`config.mk`:
```
export PLATFORM = sky130hd
export DESIGN_NAME = resp_request_deframer
export DESIGN_NICKNAME = d
export VERILOG_FILES = /design/src/sv/rrd_pkg.sv /design/src/sv/resp_request_deframer.sv
export VERILOG_INCLUDE_DIRS = /design/src /design/src/sv
export SDC_FILE = /design/constraint.sdc
export NUM_CORES = 1
export LEC_CHECK = 0
export BUFFER_PORTS_ARGS = -buffer_cell sky130_fd_sc_hd__buf_2
export CORE_MARGIN = 3
export CORE_UTILIZATION = 45
export DETAILED_ROUTE_END_ITERATION = 10
export GPL_ROUTABILITY_DRIVEN = 1
export GPL_TIMING_DRIVEN = 0
export REMOVE_ABC_BUFFERS = 1
export SLEW_MARGIN = 20
export SYNTH_ARGS = -nofsm -noshare
export SYNTH_HDL_FRONTEND = slang
export SYNTH_SLANG_ARGS = --single-unit
```
`constraint.sdc`:
```
create_clock -name clk -period 6.78 [get_ports clk]
set_input_delay 0.678 -clock clk [delete_from_list [all_inputs] [get_ports clk]]
set_output_delay 0.678 -clock clk [all_outputs]
set_load 0.01 [all_outputs]
```
`src/sv/resp_request_deframer_defines.svh`:
```
// assertion macros for the request deframer
// expects signals clk and arst_n in the scope of use; no other dependencies
`ifndef RESP_REQUEST_DEFRAMER_DEFINES_SVH
`define RESP_REQUEST_DEFRAMER_DEFINES_SVH

// same-cycle implication, checked outside reset
`define RRD_ASSERT_NOW(lbl, ante, cons) \
	lbl: assert property (@(posedge clk) disable iff (!arst_n) (ante) |-> (cons)) \
		else $error("rrd check failed");

// next-cycle implication, checked outside reset
`define RRD_ASSERT_NEXT(lbl, ante, cons) \
	lbl: assert property (@(posedge clk) disable iff (!arst_n) (ante) |=> (cons)) \
		else $error("rrd check failed");

`endif

```
`src/sv/rrd_pkg.sv`:
```
// types and constants for the request deframer
// no dependencies
package rrd_pkg;

	localparam int COUNT_BITS = 31;
	localparam logic [31:0] MAX_COUNT = 32'((64'd1 << COUNT_BITS) - 64'd1);
	localparam logic [31:0] BAD_NUM = 32'hFFFF_FFFF;
	localparam logic [31:0] NUM_LIMIT = 32'h8000_0000;

	localparam logic [7:0] CH_STAR = 8'h2A;
	localparam logic [7:0] CH_DOLLAR = 8'h24;
	localparam logic [7:0] CH_CR = 8'h0D;
	localparam logic [7:0] CH_LF = 8'h0A;
	localparam logic [7:0] CH_PLUS = 8'h2B;
	localparam logic [7:0] CH_MINUS = 8'h2D;
	localparam logic [7:0] CH_ZERO = 8'h30;
	localparam logic [7:0] CH_NINE = 8'h39;

	localparam logic [1:0] SKIP_BYTES = 2'd2;

	// parser phases
	localparam logic [3:0] PH_IDLE = 4'd0;
	localparam logic [3:0] PH_WS = 4'd1;
	localparam logic [3:0] PH_COUNT = 4'd2;
	localparam logic [3:0] PH_DOLLAR = 4'd3;
	localparam logic [3:0] PH_LEN = 4'd4;
	localparam logic [3:0] PH_PAYLOAD = 4'd5;
	localparam logic [3:0] PH_SKIP = 4'd6;
	localparam logic [3:0] PH_DONE_OK = 4'd7;
	localparam logic [3:0] PH_DONE_BAD = 4'd8;
	localparam logic [3:0] PH_DONE_HDR = 4'd9;

	// number scanner stages
	localparam logic [1:0] NS_LEAD = 2'd0;
	localparam logic [1:0] NS_SIGN = 2'd1;
	localparam logic [1:0] NS_DIGITS = 2'd2;
	localparam logic [1:0] NS_TAIL = 2'd3;

	// parse status codes
	localparam logic [1:0] ST_OK = 2'd0;
	localparam logic [1:0] ST_BAD_ELEM = 2'd1;
	localparam logic [1:0] ST_TRUNC = 2'd2;
	localparam logic [1:0] ST_BAD_HDR = 2'd3;

	typedef struct packed {
		logic [7:0] in_byte;
		logic       last_byte;
	} req_t;

	typedef struct packed {
		logic [7:0]  out_byte;
		logic        byte_valid;
		logic        token_open;
		logic        token_close;
		logic [30:0] token_total;
		logic        finished;
		logic [1:0]  parse_status;
	} tok_t;

	typedef struct packed {
		logic [1:0]  stage;
		logic [31:0] value;
		logic        neg;
	} num_t;

endpackage

```
`src/sv/resp_request_deframer.sv`:
```
// request deframer top level: splits a request byte stream into tokens
// depends on rrd_pkg and resp_request_deframer_defines.svh
//
//  channel   direction  payload  handshake
//  req       in         req_t    req_valid / req_stall
//  tok       out        tok_t    tok_valid / tok_stall
//
// one byte per clock while req_stall is low: each transfer is parsed in the cycle
// it is taken and its result is registered in the output register
// the parse state update is a single pass, bounded by the length-line
// multiply-by-ten and add
// req_stall rises only while a held result is stalled on the output side
// a byte that yields no result still updates the parse state
// arst_n clears the parser to the awaiting-first-byte state
`include "resp_request_deframer_defines.svh"

module resp_request_deframer (
	input  logic          clk,
	input  logic          arst_n,
	input  logic          req_valid,
	output logic          req_stall,
	input  rrd_pkg::req_t req_data,
	output logic          tok_valid,
	input  logic          tok_stall,
	output rrd_pkg::tok_t tok_data
);
	import rrd_pkg::*;

	// one step of the decimal scanner
	function automatic num_t num_feed(input num_t s, input logic [7:0] c);
		num_t        n;
		logic        digit;
		logic        space;
		logic [35:0] v;
		n = s;
		digit = (c >= CH_ZERO) && (c <= CH_NINE);
		space = (c == 8'h20) || ((c >= 8'h09) && (c <= 8'h0D));
		v = ({4'd0, s.value} << 3) + ({4'd0, s.value} << 1) + {28'd0, c - CH_ZERO};
		if (s.stage == NS_LEAD && space) begin
			n = s;
		end else if (s.stage == NS_LEAD && (c == CH_PLUS || c == CH_MINUS)) begin
			n.neg = (c == CH_MINUS);
			n.stage = NS_SIGN;
		end else if (s.stage == NS_LEAD || s.stage == NS_SIGN) begin
			if (digit) begin
				n.value = {24'd0, c - CH_ZERO};
				n.stage = NS_DIGITS;
			end else begin
				n.value = BAD_NUM;
				n.stage = NS_TAIL;
			end
		end else if (s.stage == NS_DIGITS) begin
			if (digit) begin
				n.value = (v > {4'd0, NUM_LIMIT}) ? BAD_NUM : v[31:0];
			end else begin
				n.stage = NS_TAIL;
			end
		end
		return n;
	endfunction

	logic [3:0]            phase_q;
	logic                  saw_cr_q;
	num_t                  num_q;
	logic [COUNT_BITS-1:0] elem_left_q;
	logic [COUNT_BITS-1:0] pay_left_q;
	logic [1:0]            skip_left_q;
	logic [COUNT_BITS-1:0] tok_cnt_q;
	logic                  in_word_q;
	logic                  tok_valid_q;
	tok_t                  tok_q;

	logic [3:0]            phase_n;
	logic                  saw_cr_n;
	num_t                  num_n;
	logic [COUNT_BITS-1:0] elem_left_n;
	logic [COUNT_BITS-1:0] pay_left_n;
	logic [1:0]            skip_left_n;
	logic [COUNT_BITS-1:0] tok_cnt_n;
	logic                  in_word_n;
	tok_t                  res;
	logic                  has_res;

	// number line scan, shared by the count and length lines
	num_t                  nb_num;
	logic                  nb_cr;
	logic                  nb_done;
	logic                  nb_ok;
	logic                  nb_big;

	logic                  accept;
	logic [7:0]            c;
	logic                  last;

	assign accept = req_valid && !req_stall;
	assign req_stall = tok_valid_q && tok_stall;
	assign c = req_data.in_byte;
	assign last = req_data.last_byte;

	always_comb begin
		nb_num = num_q;
		nb_cr = saw_cr_q;
		nb_done = 1'b0;
		if (saw_cr_q) begin
			if (c == CH_LF) begin
				nb_done = 1'b1;
			end else begin
				// lone cr is number text
				nb_num = num_feed(num_q, CH_CR);
				nb_cr = (c == CH_CR);
				if (c != CH_CR) begin
					nb_num = num_feed(nb_num, c);
				end
			end
		end else if (c == CH_CR) begin
			nb_cr = 1'b1;
		end else begin
			nb_num = num_feed(num_q, c);
		end
		// number is valid once it has digits and fits the signed 32-bit range
		nb_ok = (num_q.stage == NS_DIGITS || num_q.stage == NS_TAIL)
			&& (num_q.value != BAD_NUM)
			&& (num_q.value <= NUM_LIMIT)
			&& !(num_q.value == NUM_LIMIT && !num_q.neg);
		nb_big = num_q.value > MAX_COUNT;
	end

	// parse step
	always_comb begin
		logic [3:0] run_ph;
		logic       jump;
		logic       close;
		phase_n = phase_q;
		saw_cr_n = saw_cr_q;
		num_n = num_q;
		elem_left_n = elem_left_q;
		pay_left_n = pay_left_q;
		skip_left_n = skip_left_q;
		tok_cnt_n = tok_cnt_q;
		in_word_n = in_word_q;
		res = '0;
		run_ph = phase_q;
		jump = 1'b0;
		close = 1'b0;

		// first byte picks array mode or whitespace mode
		if (phase_q == PH_IDLE) begin
			tok_cnt_n = '0;
			in_word_n = 1'b0;
			if (c == CH_STAR) begin
				phase_n = PH_COUNT;
				saw_cr_n = 1'b0;
				num_n = '0;
				jump = 1'b1;
			end else begin
				phase_n = PH_WS;
				run_ph = PH_WS;
			end
		end

		if (!jump) begin
			case (run_ph)
				PH_WS: begin
					if (c inside {8'h20, [8'h09:8'h0D]}) begin
						close = in_word_n;
						in_word_n = 1'b0;
					end else begin
						res.token_open = !in_word_n;
						in_word_n = 1'b1;
						res.out_byte = c;
						res.byte_valid = 1'b1;
						if (last) begin
							close = 1'b1;
							in_word_n = 1'b0;
						end
					end
				end
				PH_COUNT: begin
					num_n = nb_num;
					saw_cr_n = nb_cr;
					if (nb_done) begin
						if (!nb_ok || (!num_q.neg && nb_big)) begin
							phase_n = PH_DONE_HDR;
						end else if (num_q.neg || num_q.value == '0) begin
							// empty array
							phase_n = PH_DONE_OK;
						end else begin
							elem_left_n = num_q.value[COUNT_BITS-1:0];
							phase_n = PH_DOLLAR;
						end
					end
				end
				PH_DOLLAR: begin
					if (c == CH_DOLLAR) begin
						saw_cr_n = 1'b0;
						num_n = '0;
						phase_n = PH_LEN;
					end else begin
						phase_n = PH_DONE_BAD;
					end
				end
				PH_LEN: begin
					num_n = nb_num;
					saw_cr_n = nb_cr;
					if (nb_done) begin
						if (!nb_ok || num_q.neg || nb_big) begin
							phase_n = PH_DONE_BAD;
						end else begin
							res.token_open = 1'b1;
							pay_left_n = num_q.value[COUNT_BITS-1:0];
							skip_left_n = SKIP_BYTES;
							phase_n = (num_q.value != '0) ? PH_PAYLOAD : PH_SKIP;
						end
					end
				end
				PH_PAYLOAD: begin
					res.out_byte = c;
					res.byte_valid = 1'b1;
					pay_left_n = pay_left_q - 1'b1;
					if (pay_left_n == '0) begin
						phase_n = PH_SKIP;
					end
				end
				PH_SKIP: begin
					// trailing pair is not checked
					skip_left_n = skip_left_q - 2'd1;
					if (skip_left_n == 2'd0) begin
						close = 1'b1;
						elem_left_n = elem_left_q - 1'b1;
						phase_n = (elem_left_n != '0) ? PH_DOLLAR : PH_DONE_OK;
					end
				end
				default: begin
				end
			endcase

			// saturating token count
			if (close && ({{(32-COUNT_BITS){1'b0}}, tok_cnt_n} < MAX_COUNT)) begin
				tok_cnt_n = tok_cnt_n + 1'b1;
			end
		end

		// end of request: report status and rearm
		if (last) begin
			case (phase_n)
				PH_DONE_BAD: res.parse_status = ST_BAD_ELEM;
				PH_DONE_HDR: res.parse_status = ST_BAD_HDR;
				PH_WS,
				PH_DONE_OK: res.parse_status = ST_OK;
				default: res.parse_status = ST_TRUNC;
			endcase
			phase_n = PH_IDLE;
			saw_cr_n = 1'b0;
			num_n = '0;
			elem_left_n = '0;
			pay_left_n = '0;
			skip_left_n = '0;
			in_word_n = 1'b0;
		end

		res.token_close = close;
		res.token_total = 31'(tok_cnt_n);
		res.finished = last;
		has_res = res.byte_valid || res.token_open || close || last;
	end

	// parser state
	always_ff @(posedge clk or negedge arst_n) begin
		if (!arst_n) begin
			phase_q <= PH_IDLE;
			saw_cr_q <= 1'b0;
			num_q <= '0;
			elem_left_q <= '0;
			pay_left_q <= '0;
			skip_left_q <= '0;
			tok_cnt_q <= '0;
			in_word_q <= 1'b0;
		end else if (accept) begin
			phase_q <= phase_n;
			saw_cr_q <= saw_cr_n;
			num_q <= num_n;
			elem_left_q <= elem_left_n;
			pay_left_q <= pay_left_n;
			skip_left_q <= skip_left_n;
			tok_cnt_q <= tok_cnt_n;
			in_word_q <= in_word_n;
		end
	end

	// output register: takes a new result whenever the old one is gone or leaving
	always_ff @(posedge clk or negedge arst_n) begin
		if (!arst_n) begin
			tok_valid_q <= 1'b0;
		end else if (accept) begin
			tok_valid_q <= has_res;
		end else if (!tok_stall) begin
			tok_valid_q <= 1'b0;
		end
	end

	always_ff @(posedge clk) begin
		if (accept && has_res) begin
			tok_q <= res;
		end
	end

	assign tok_valid = tok_valid_q;
	assign tok_data = tok_q;

	// a confirmed token always leaves a nonzero count
	`RRD_ASSERT_NOW(a_close_counts, tok_valid_q && tok_q.token_close, tok_q.token_total != '0)
	// status is only reported with the end of a request
	`RRD_ASSERT_NOW(a_status_end, tok_valid_q && !tok_q.finished, tok_q.parse_status == ST_OK)
	// a request end always rearms the parser
	`RRD_ASSERT_NEXT(a_end_rearm, accept && last, phase_q == PH_IDLE)
	// a byte-free result carries a cleared byte
	`RRD_ASSERT_NOW(a_byte_clear, tok_valid_q && !tok_q.byte_valid, tok_q.out_byte == 8'd0)

endmodule
```
==> flow_summary.ini, run 1 <==
[run_status]
outcome = complete, no violations

[sta]
holdWs_ns = 0.1303
finalSetupViolations = 0
final-max-slew-violation-count = 0
fin_crit_ns = 5.462
fin_ws_ns = 1.318
skew_ns = 0.01249
period_share_pct = 80.56
fmax_mhz = 183.1
rsz0062_at_grt = no
max_slew_margin_pct = 30.69
hold_viol = 0
worst_pin_slew_ns = 1.040

[synthesis]
yosys_warnings = 0
ys_ff_latch = 182
yosysUniqueCellTypes = 83
synth.most_common_cell = o21ai_0
synth_area_um2 = 13990
asyncSetResetFlopFracSynth_pct = 75.27
netlist_instances = 1741
yosysSeqAreaShare_pct = 34.17
synth_commonest_cells = o21ai_0 (254), nor2_1 (193), a21oi_1 (150)
synth_edf_count = 45
synth_area_leaders = dfrtp_1 (25%), edfxtp_1 (9.7%), o21ai_0 (9.1%)
synth_flop_cell = dfrtp_1
synth_area_per_cell_um2 = 8.035
yosysTopAreaCell = dfrtp_1
yosysTopAreaCellShare_pct = 24.51

[cells_and_area]
syn_to_final_growth_pct = 9.186
design_area_um2 = 15270
diodes = 0
drive_gt1_share_pct = 8.424
finalNetCount = 1821
fin_util_pct = 50.72

[power]
p_sw_uw = 820.9
ir_drop_v = 0.0001682
p_leak_nw = 6.365
swShare_pct = 30.51
internal_power_mw = 1.870
combPwrFrac_pct = 16.8
p_clk_share_pct = 39.2
p_seq_share_pct = 44.0
power.density_nw_per_um2 = 176.2

[floorplan]
die-area_um2 = 33240
coreArea_um2 = 30110
ios = 60
num_rows = 63
die_w_um = 182.3
initial_utilization_pct = 46.46
die_h_um = 182.3

[cts]
clock_path_buffers = 2
clock-root-buffer = clkbuf_16
postCtsSetupRepairBufs = 0
post_cts_resized = 0
hold_buffers = 0
clk_pin_slew_ns = 0.08
cts_buffers = 17
h-tree-depth = 4
cts_sinks = 182
cts_tree = yes
clk_latency_ns = 0.44

[placed_design]
io_buffers = 59
gp_congestion = 0.9230
dp.final_hpwl_um = 30630
place_area_um2 = 14650
dp_slack_ns = 0.8942

[setup_path]
setup.worst_path.start = req_data[6]
reg2reg_slack_ns = 1.39
critPathSlowestCell = or4b_2
timing.rr.end = num_q[10]
worst_path_most_repeated_cell = a21oi_1
worstPathMaxFanout = 31
crit_family = compound AO/OA/AOI/OAI gates
worstSetupPathType = in -> reg
r2r_cells = 13
cp_data_required_time_ns = 7.12
cpPeakStageDelay_ns = 0.76
critPathArrivalTime_ns = 5.80
r2r-start = num_q[3]
worstSetupStartpointType = input port
cp_cell_sequence = buf_2 > a21oi_1 > xor2_1 > fa_1 > ha_1 > o211ai_1 > a21oi_1 > o21ai_1 > a21o_1 > a221oi_1 > o2111ai_1 > or4_1 > o21a_1 > or4b_2 > a22o_1
endpoint_kind = register
path_buf_inv = 1

[global_routing]
grt_start_max_net_pins = 88
grt_overflow = 0
antenna_found_initial = 0
grt_usage_pct = 25.65
grt_pass1_wl_um = 69260
grt_pass1_vias = 12630

[drt]
antenna_left = 0
drt_iter0_drc = 1224
num_vias = 13400
dr.pass1.iters = 8
wire_per_inst_um = 19.96
viasPerCell = 6.275
route.detailed.drc = 0
wirelength_um = 42610

[run]
cap_violations = 0

[hold_path]
hold_class = in -> async
-- sequential cells by signal (all words and copies together), names as in the netlist --
name and count:
tok_valid 1, pay_left_q 31, phase_q 4, num_q 35, saw_cr_q 1, in_word_q 1, skip_left_q 2, tok_cnt_q 31
tok_data 45, elem_left_q 31
-- power groups by stage --
| stage | clock (mW) | combinational (mW) | sequential (mW) |
|---|---|---|---|
| global route | 1.12 | 0.503 | 1.19 |
| CTS | 1.07 | 0.451 | 1.18 |
| finish | 1.05 | 0.451 | 1.18 |
| detailed placement | 0 | 0.448 | 1.21 |
| floorplan | 0 | 0.279 | 1.21 |
| global placement | 0 | 0.429 | 1.21 |
-- per-layer routing --
layer	track usage, %	part of all wire, %
met3	3.329	5.2
met5	0	0
met1	35.21	45
met2	42.38	47
met4	7.831	2.4
-- placed cells by master (no fill, tap or decap), drive strengths merged, types with 6 or more instances in the layout --
cell and count:
a2111oi 9, a211oi 10, a21o 29, a21oi 150, a22o 13, a22oi 10, a31oi 14, and2 25
and3 22, and4 7, buf 74, clkbuf 18, dfrtp 137, edfxtp 45, fa 6, ha 69
inv 42, nand2 146, nand2b 14, nand3 41, nand4 23, nand4b 6, nor2 193, nor2b 8
nor3 76, nor3b 6, nor4 37, nor4b 12, o2111ai 9, o211ai 10, o21a 10, o21ai 259
o22ai 13, o31ai 24, or3 16, or4 22, xnor2 32, xor2 32
-- per-stage QoR --
step | TNS [ns] | total power [mW] | std cells
detailed placement | 0 | 1.655 | 2103
CTS | 0 | 2.709 | 2134
global route | 0 | 2.814 | 2135
global placement | -341.87 | 1.637 | 2088
floorplan | -9.589 | 1.491 | 1639
finish | 0 | 2.691 | 2135
-- layout make-up --
| class | count | area, µm² |
|---|---|---|
| fillers | 2936 | 14840 |
| multi-input cells | 1422 | 8743 |
| flip-flops and latches | 182 | 4781 |
| repair buffers | 75 | 520.5 |
| well taps | 390 | 488.0 |
| clock buffers | 17 | 425.4 |
| clock inverters | 14 | 183.9 |
| inverters | 35 | 131.4 |
-- cell families (layout without fill, tap and decap cells) --
family	count (synthesis)	after routing	share of synthesized area (%)
simple gates	675	675	24.83
mux	6	6	0.4472
buf+inv	137	141	3.810
compound gates	602	602	25.71
xor+xnor	64	64	4.007
fa+ha+maj	75	75	7.030
flops	182	182	34.17
-- how the worst max path moves through the flow --
stage | end | slack, ns | depth (start not counted)
finish | num_q[10] | 1.32 | 15
CTS | num_q[10] | 1.35 | 15
floorplan | num_q[31] | -0.73 | 9
detailed placement | num_q[10] | 0.89 | 15
global placement | num_q[31] | -4.95 | 9
global route | num_q[10] | 0.97 | 15
Power figures use the tool's default switching activity.
==> run 2, diff against run 1 <==
==> constraint.sdc (replaced) <==
create_clock -name clk -period 4.48 [get_ports clk]
set_input_delay 0.448 -clock clk [delete_from_list [all_inputs] [get_ports clk]]
set_output_delay 0.448 -clock clk [all_outputs]
set_load 0.01 [all_outputs]
==> run 2 against run 1 <==
Die area is the same. Hold slack better by 0.22 ns. Largest cell class unchanged. Largest power group unchanged. Highest routed layer unchanged. Flip-flop and latch count did not move. Sequential power grew 52%. Non-clock buffer count grew 19. Count of clock-buffer cells in the layout unchanged.
==> flow_summary.ini, run 2 (same netlist as run 1, synthesis figures left out) <==
[run_status]
outcome = complete, no violations

[setup_path]
path_buf_inv = 0
worstSetupStartpointType = register
crit_family = compound AO/OA/AOI/OAI gates
cp_data_required_time_ns = 4.82
worstPathMaxFanout = 7
critPathArrivalTime_ns = 4.69
worstSetupPathType = reg -> reg
cpPeakStageDelay_ns = 0.61
critPathSlowestCell = or4b_2
cp_cell_sequence = fa_1 > ha_1 > a21oi_1 > o21ai_1 > a211o_1 > o211ai_1 > and3_1 > o2111ai_1 > or4_4 > o21a_4 > or4b_2 > a22o_1
endpoint_kind = register

[drt]
wirelength_um = 43230
num_vias = 13660
drt_iter0_drc = 1266
wire_per_inst_um = 20.06
antenna_left = 0
route.detailed.drc = 0
dr.pass1.iters = 7
viasPerCell = 6.339

[power]
p_total_mw = 4.095
power.density_nw_per_um2 = 261.6
ir_drop_v = 0.0002452
p_leak_nw = 6.431

[floorplan]
initial_utilization_pct = 46.46
die_w_um = 182.3
ios = 60
die-area_um2 = 33240
coreArea_um2 = 30110
die_h_um = 182.3
num_rows = 63

[sta]
skew_ns = 0.01075
fmax_mhz = 229.9
max_slew_margin_pct = 30.39
rsz0062_at_grt = no
holdWs_ns = 0.3540
worst_pin_slew_ns = 1.042
hold_viol = 0
fin_ws_ns = 0.1302
finalSetupViolations = 0
fin_crit_ns = 4.350
final-max-slew-violation-count = 0
fin_setup_tns_ns = 0
period_share_pct = 97.09

[placed_design]
dp_slack_ns = -1.176
io_buffers = 59
dp.final_hpwl_um = 30630
gp_congestion = 0.9230

[global_routing]
grt_usage_pct = 25.86
grt_overflow = 0
grt_pass1_wl_um = 69750
grt_start_max_net_pins = 88
grt_pass1_vias = 12780
antenna_found_initial = 0

[cts]
cts_buffers = 17
h-tree-depth = 4
clock_path_buffers = 2
cts_tree = yes
clock-root-buffer = clkbuf_16
cts_sinks = 182
clk_pin_slew_ns = 0.08
clk_latency_ns = 0.44

[cells_and_area]
diodes = 0
layout_common_cells = o21ai_0 (248), nor2_1 (191), nand2_1 (145)
final_common_cell = o21ai_0
drive_gt1_share_pct = 12.75
syn_to_final_growth_pct = 11.88
fillCellCount = 2913
largest_register_ff_count = 45
fin_util_pct = 51.97
finalNetCount = 1841

[hold_path]
hold_class = in -> reg

[run]
cap_violations = 0
-- run 2: per-stage QoR --
step / cells / instance area [µm²]
after detailed placement: 2103 / 14650
final: 2155 / 15650
after CTS: 2150 / 15480
after global routing: 2155 / 15650
after global placement: 2088 / 14370
after floorplan: 1639 / 13590
-- run 2: where the power goes --
part           internal [mW]  switching [mW]
Combinational          0.240           0.467
Clock                  0.852           0.743
Sequential              1.75          0.0407
Total                   2.84            1.25
-- run 2: final timing paths --
kind	start	end	slack (ns)	depth (start not counted)
max	num_q[7]	num_q[10]	0.13	12
min reg2reg	skip_left_q[1]	skip_left_q[1]	0.50	1
min in group asynchronous	arst_n	tok_cnt_q[9]	0.51	2
max reg2reg	num_q[7]	num_q[10]	0.13	12
min	req_data[5]	tok_data[41]	0.35	2
max in group asynchronous	arst_n	elem_left_q[23]	3.13	3
-- run 2: metal layers --
layer,part of all wire (%),up-vias,GRT usage [%]
met1,45,6642,35.38
met5,0,-,0
met3,5.0,74,3.309
met4,2.7,0,8.653
li1,-,6519,-
met2,47,425,42.53
-- run 2: final cells by class --
class	count	area [µm²]	area share (%)
Clock buffer	17	425.4	2.718
Sequential cell	182	4810	30.73
Multi-Input combinational cell	1423	8946	57.16
Inverter	35	131.4	0.8395
Tap cell	390	488.0	3.118
Clock inverter	14	183.9	1.175
Timing Repair Buffer	94	665.6	4.253
-- run 2: worst reg2reg max path, delay by kind of cell (launching register included) --
family | cells | cell delay (ns)
AOI/OAI and AO/OA | 7 | 1.63
DFF | 1 | 0.51
adders and majority gates | 2 | 0.80
and+or+nand+nor | 3 | 1.31
-- run 2: what timing repair did --
action,CTS,global route
pin swaps,9,14
hold endpoints to repair,50,0
endpoints found under the setup margin,32,25
hold buffers,1,0
setup buffers,14,4
gates cloned,1,0
gates resized for setup,34,36
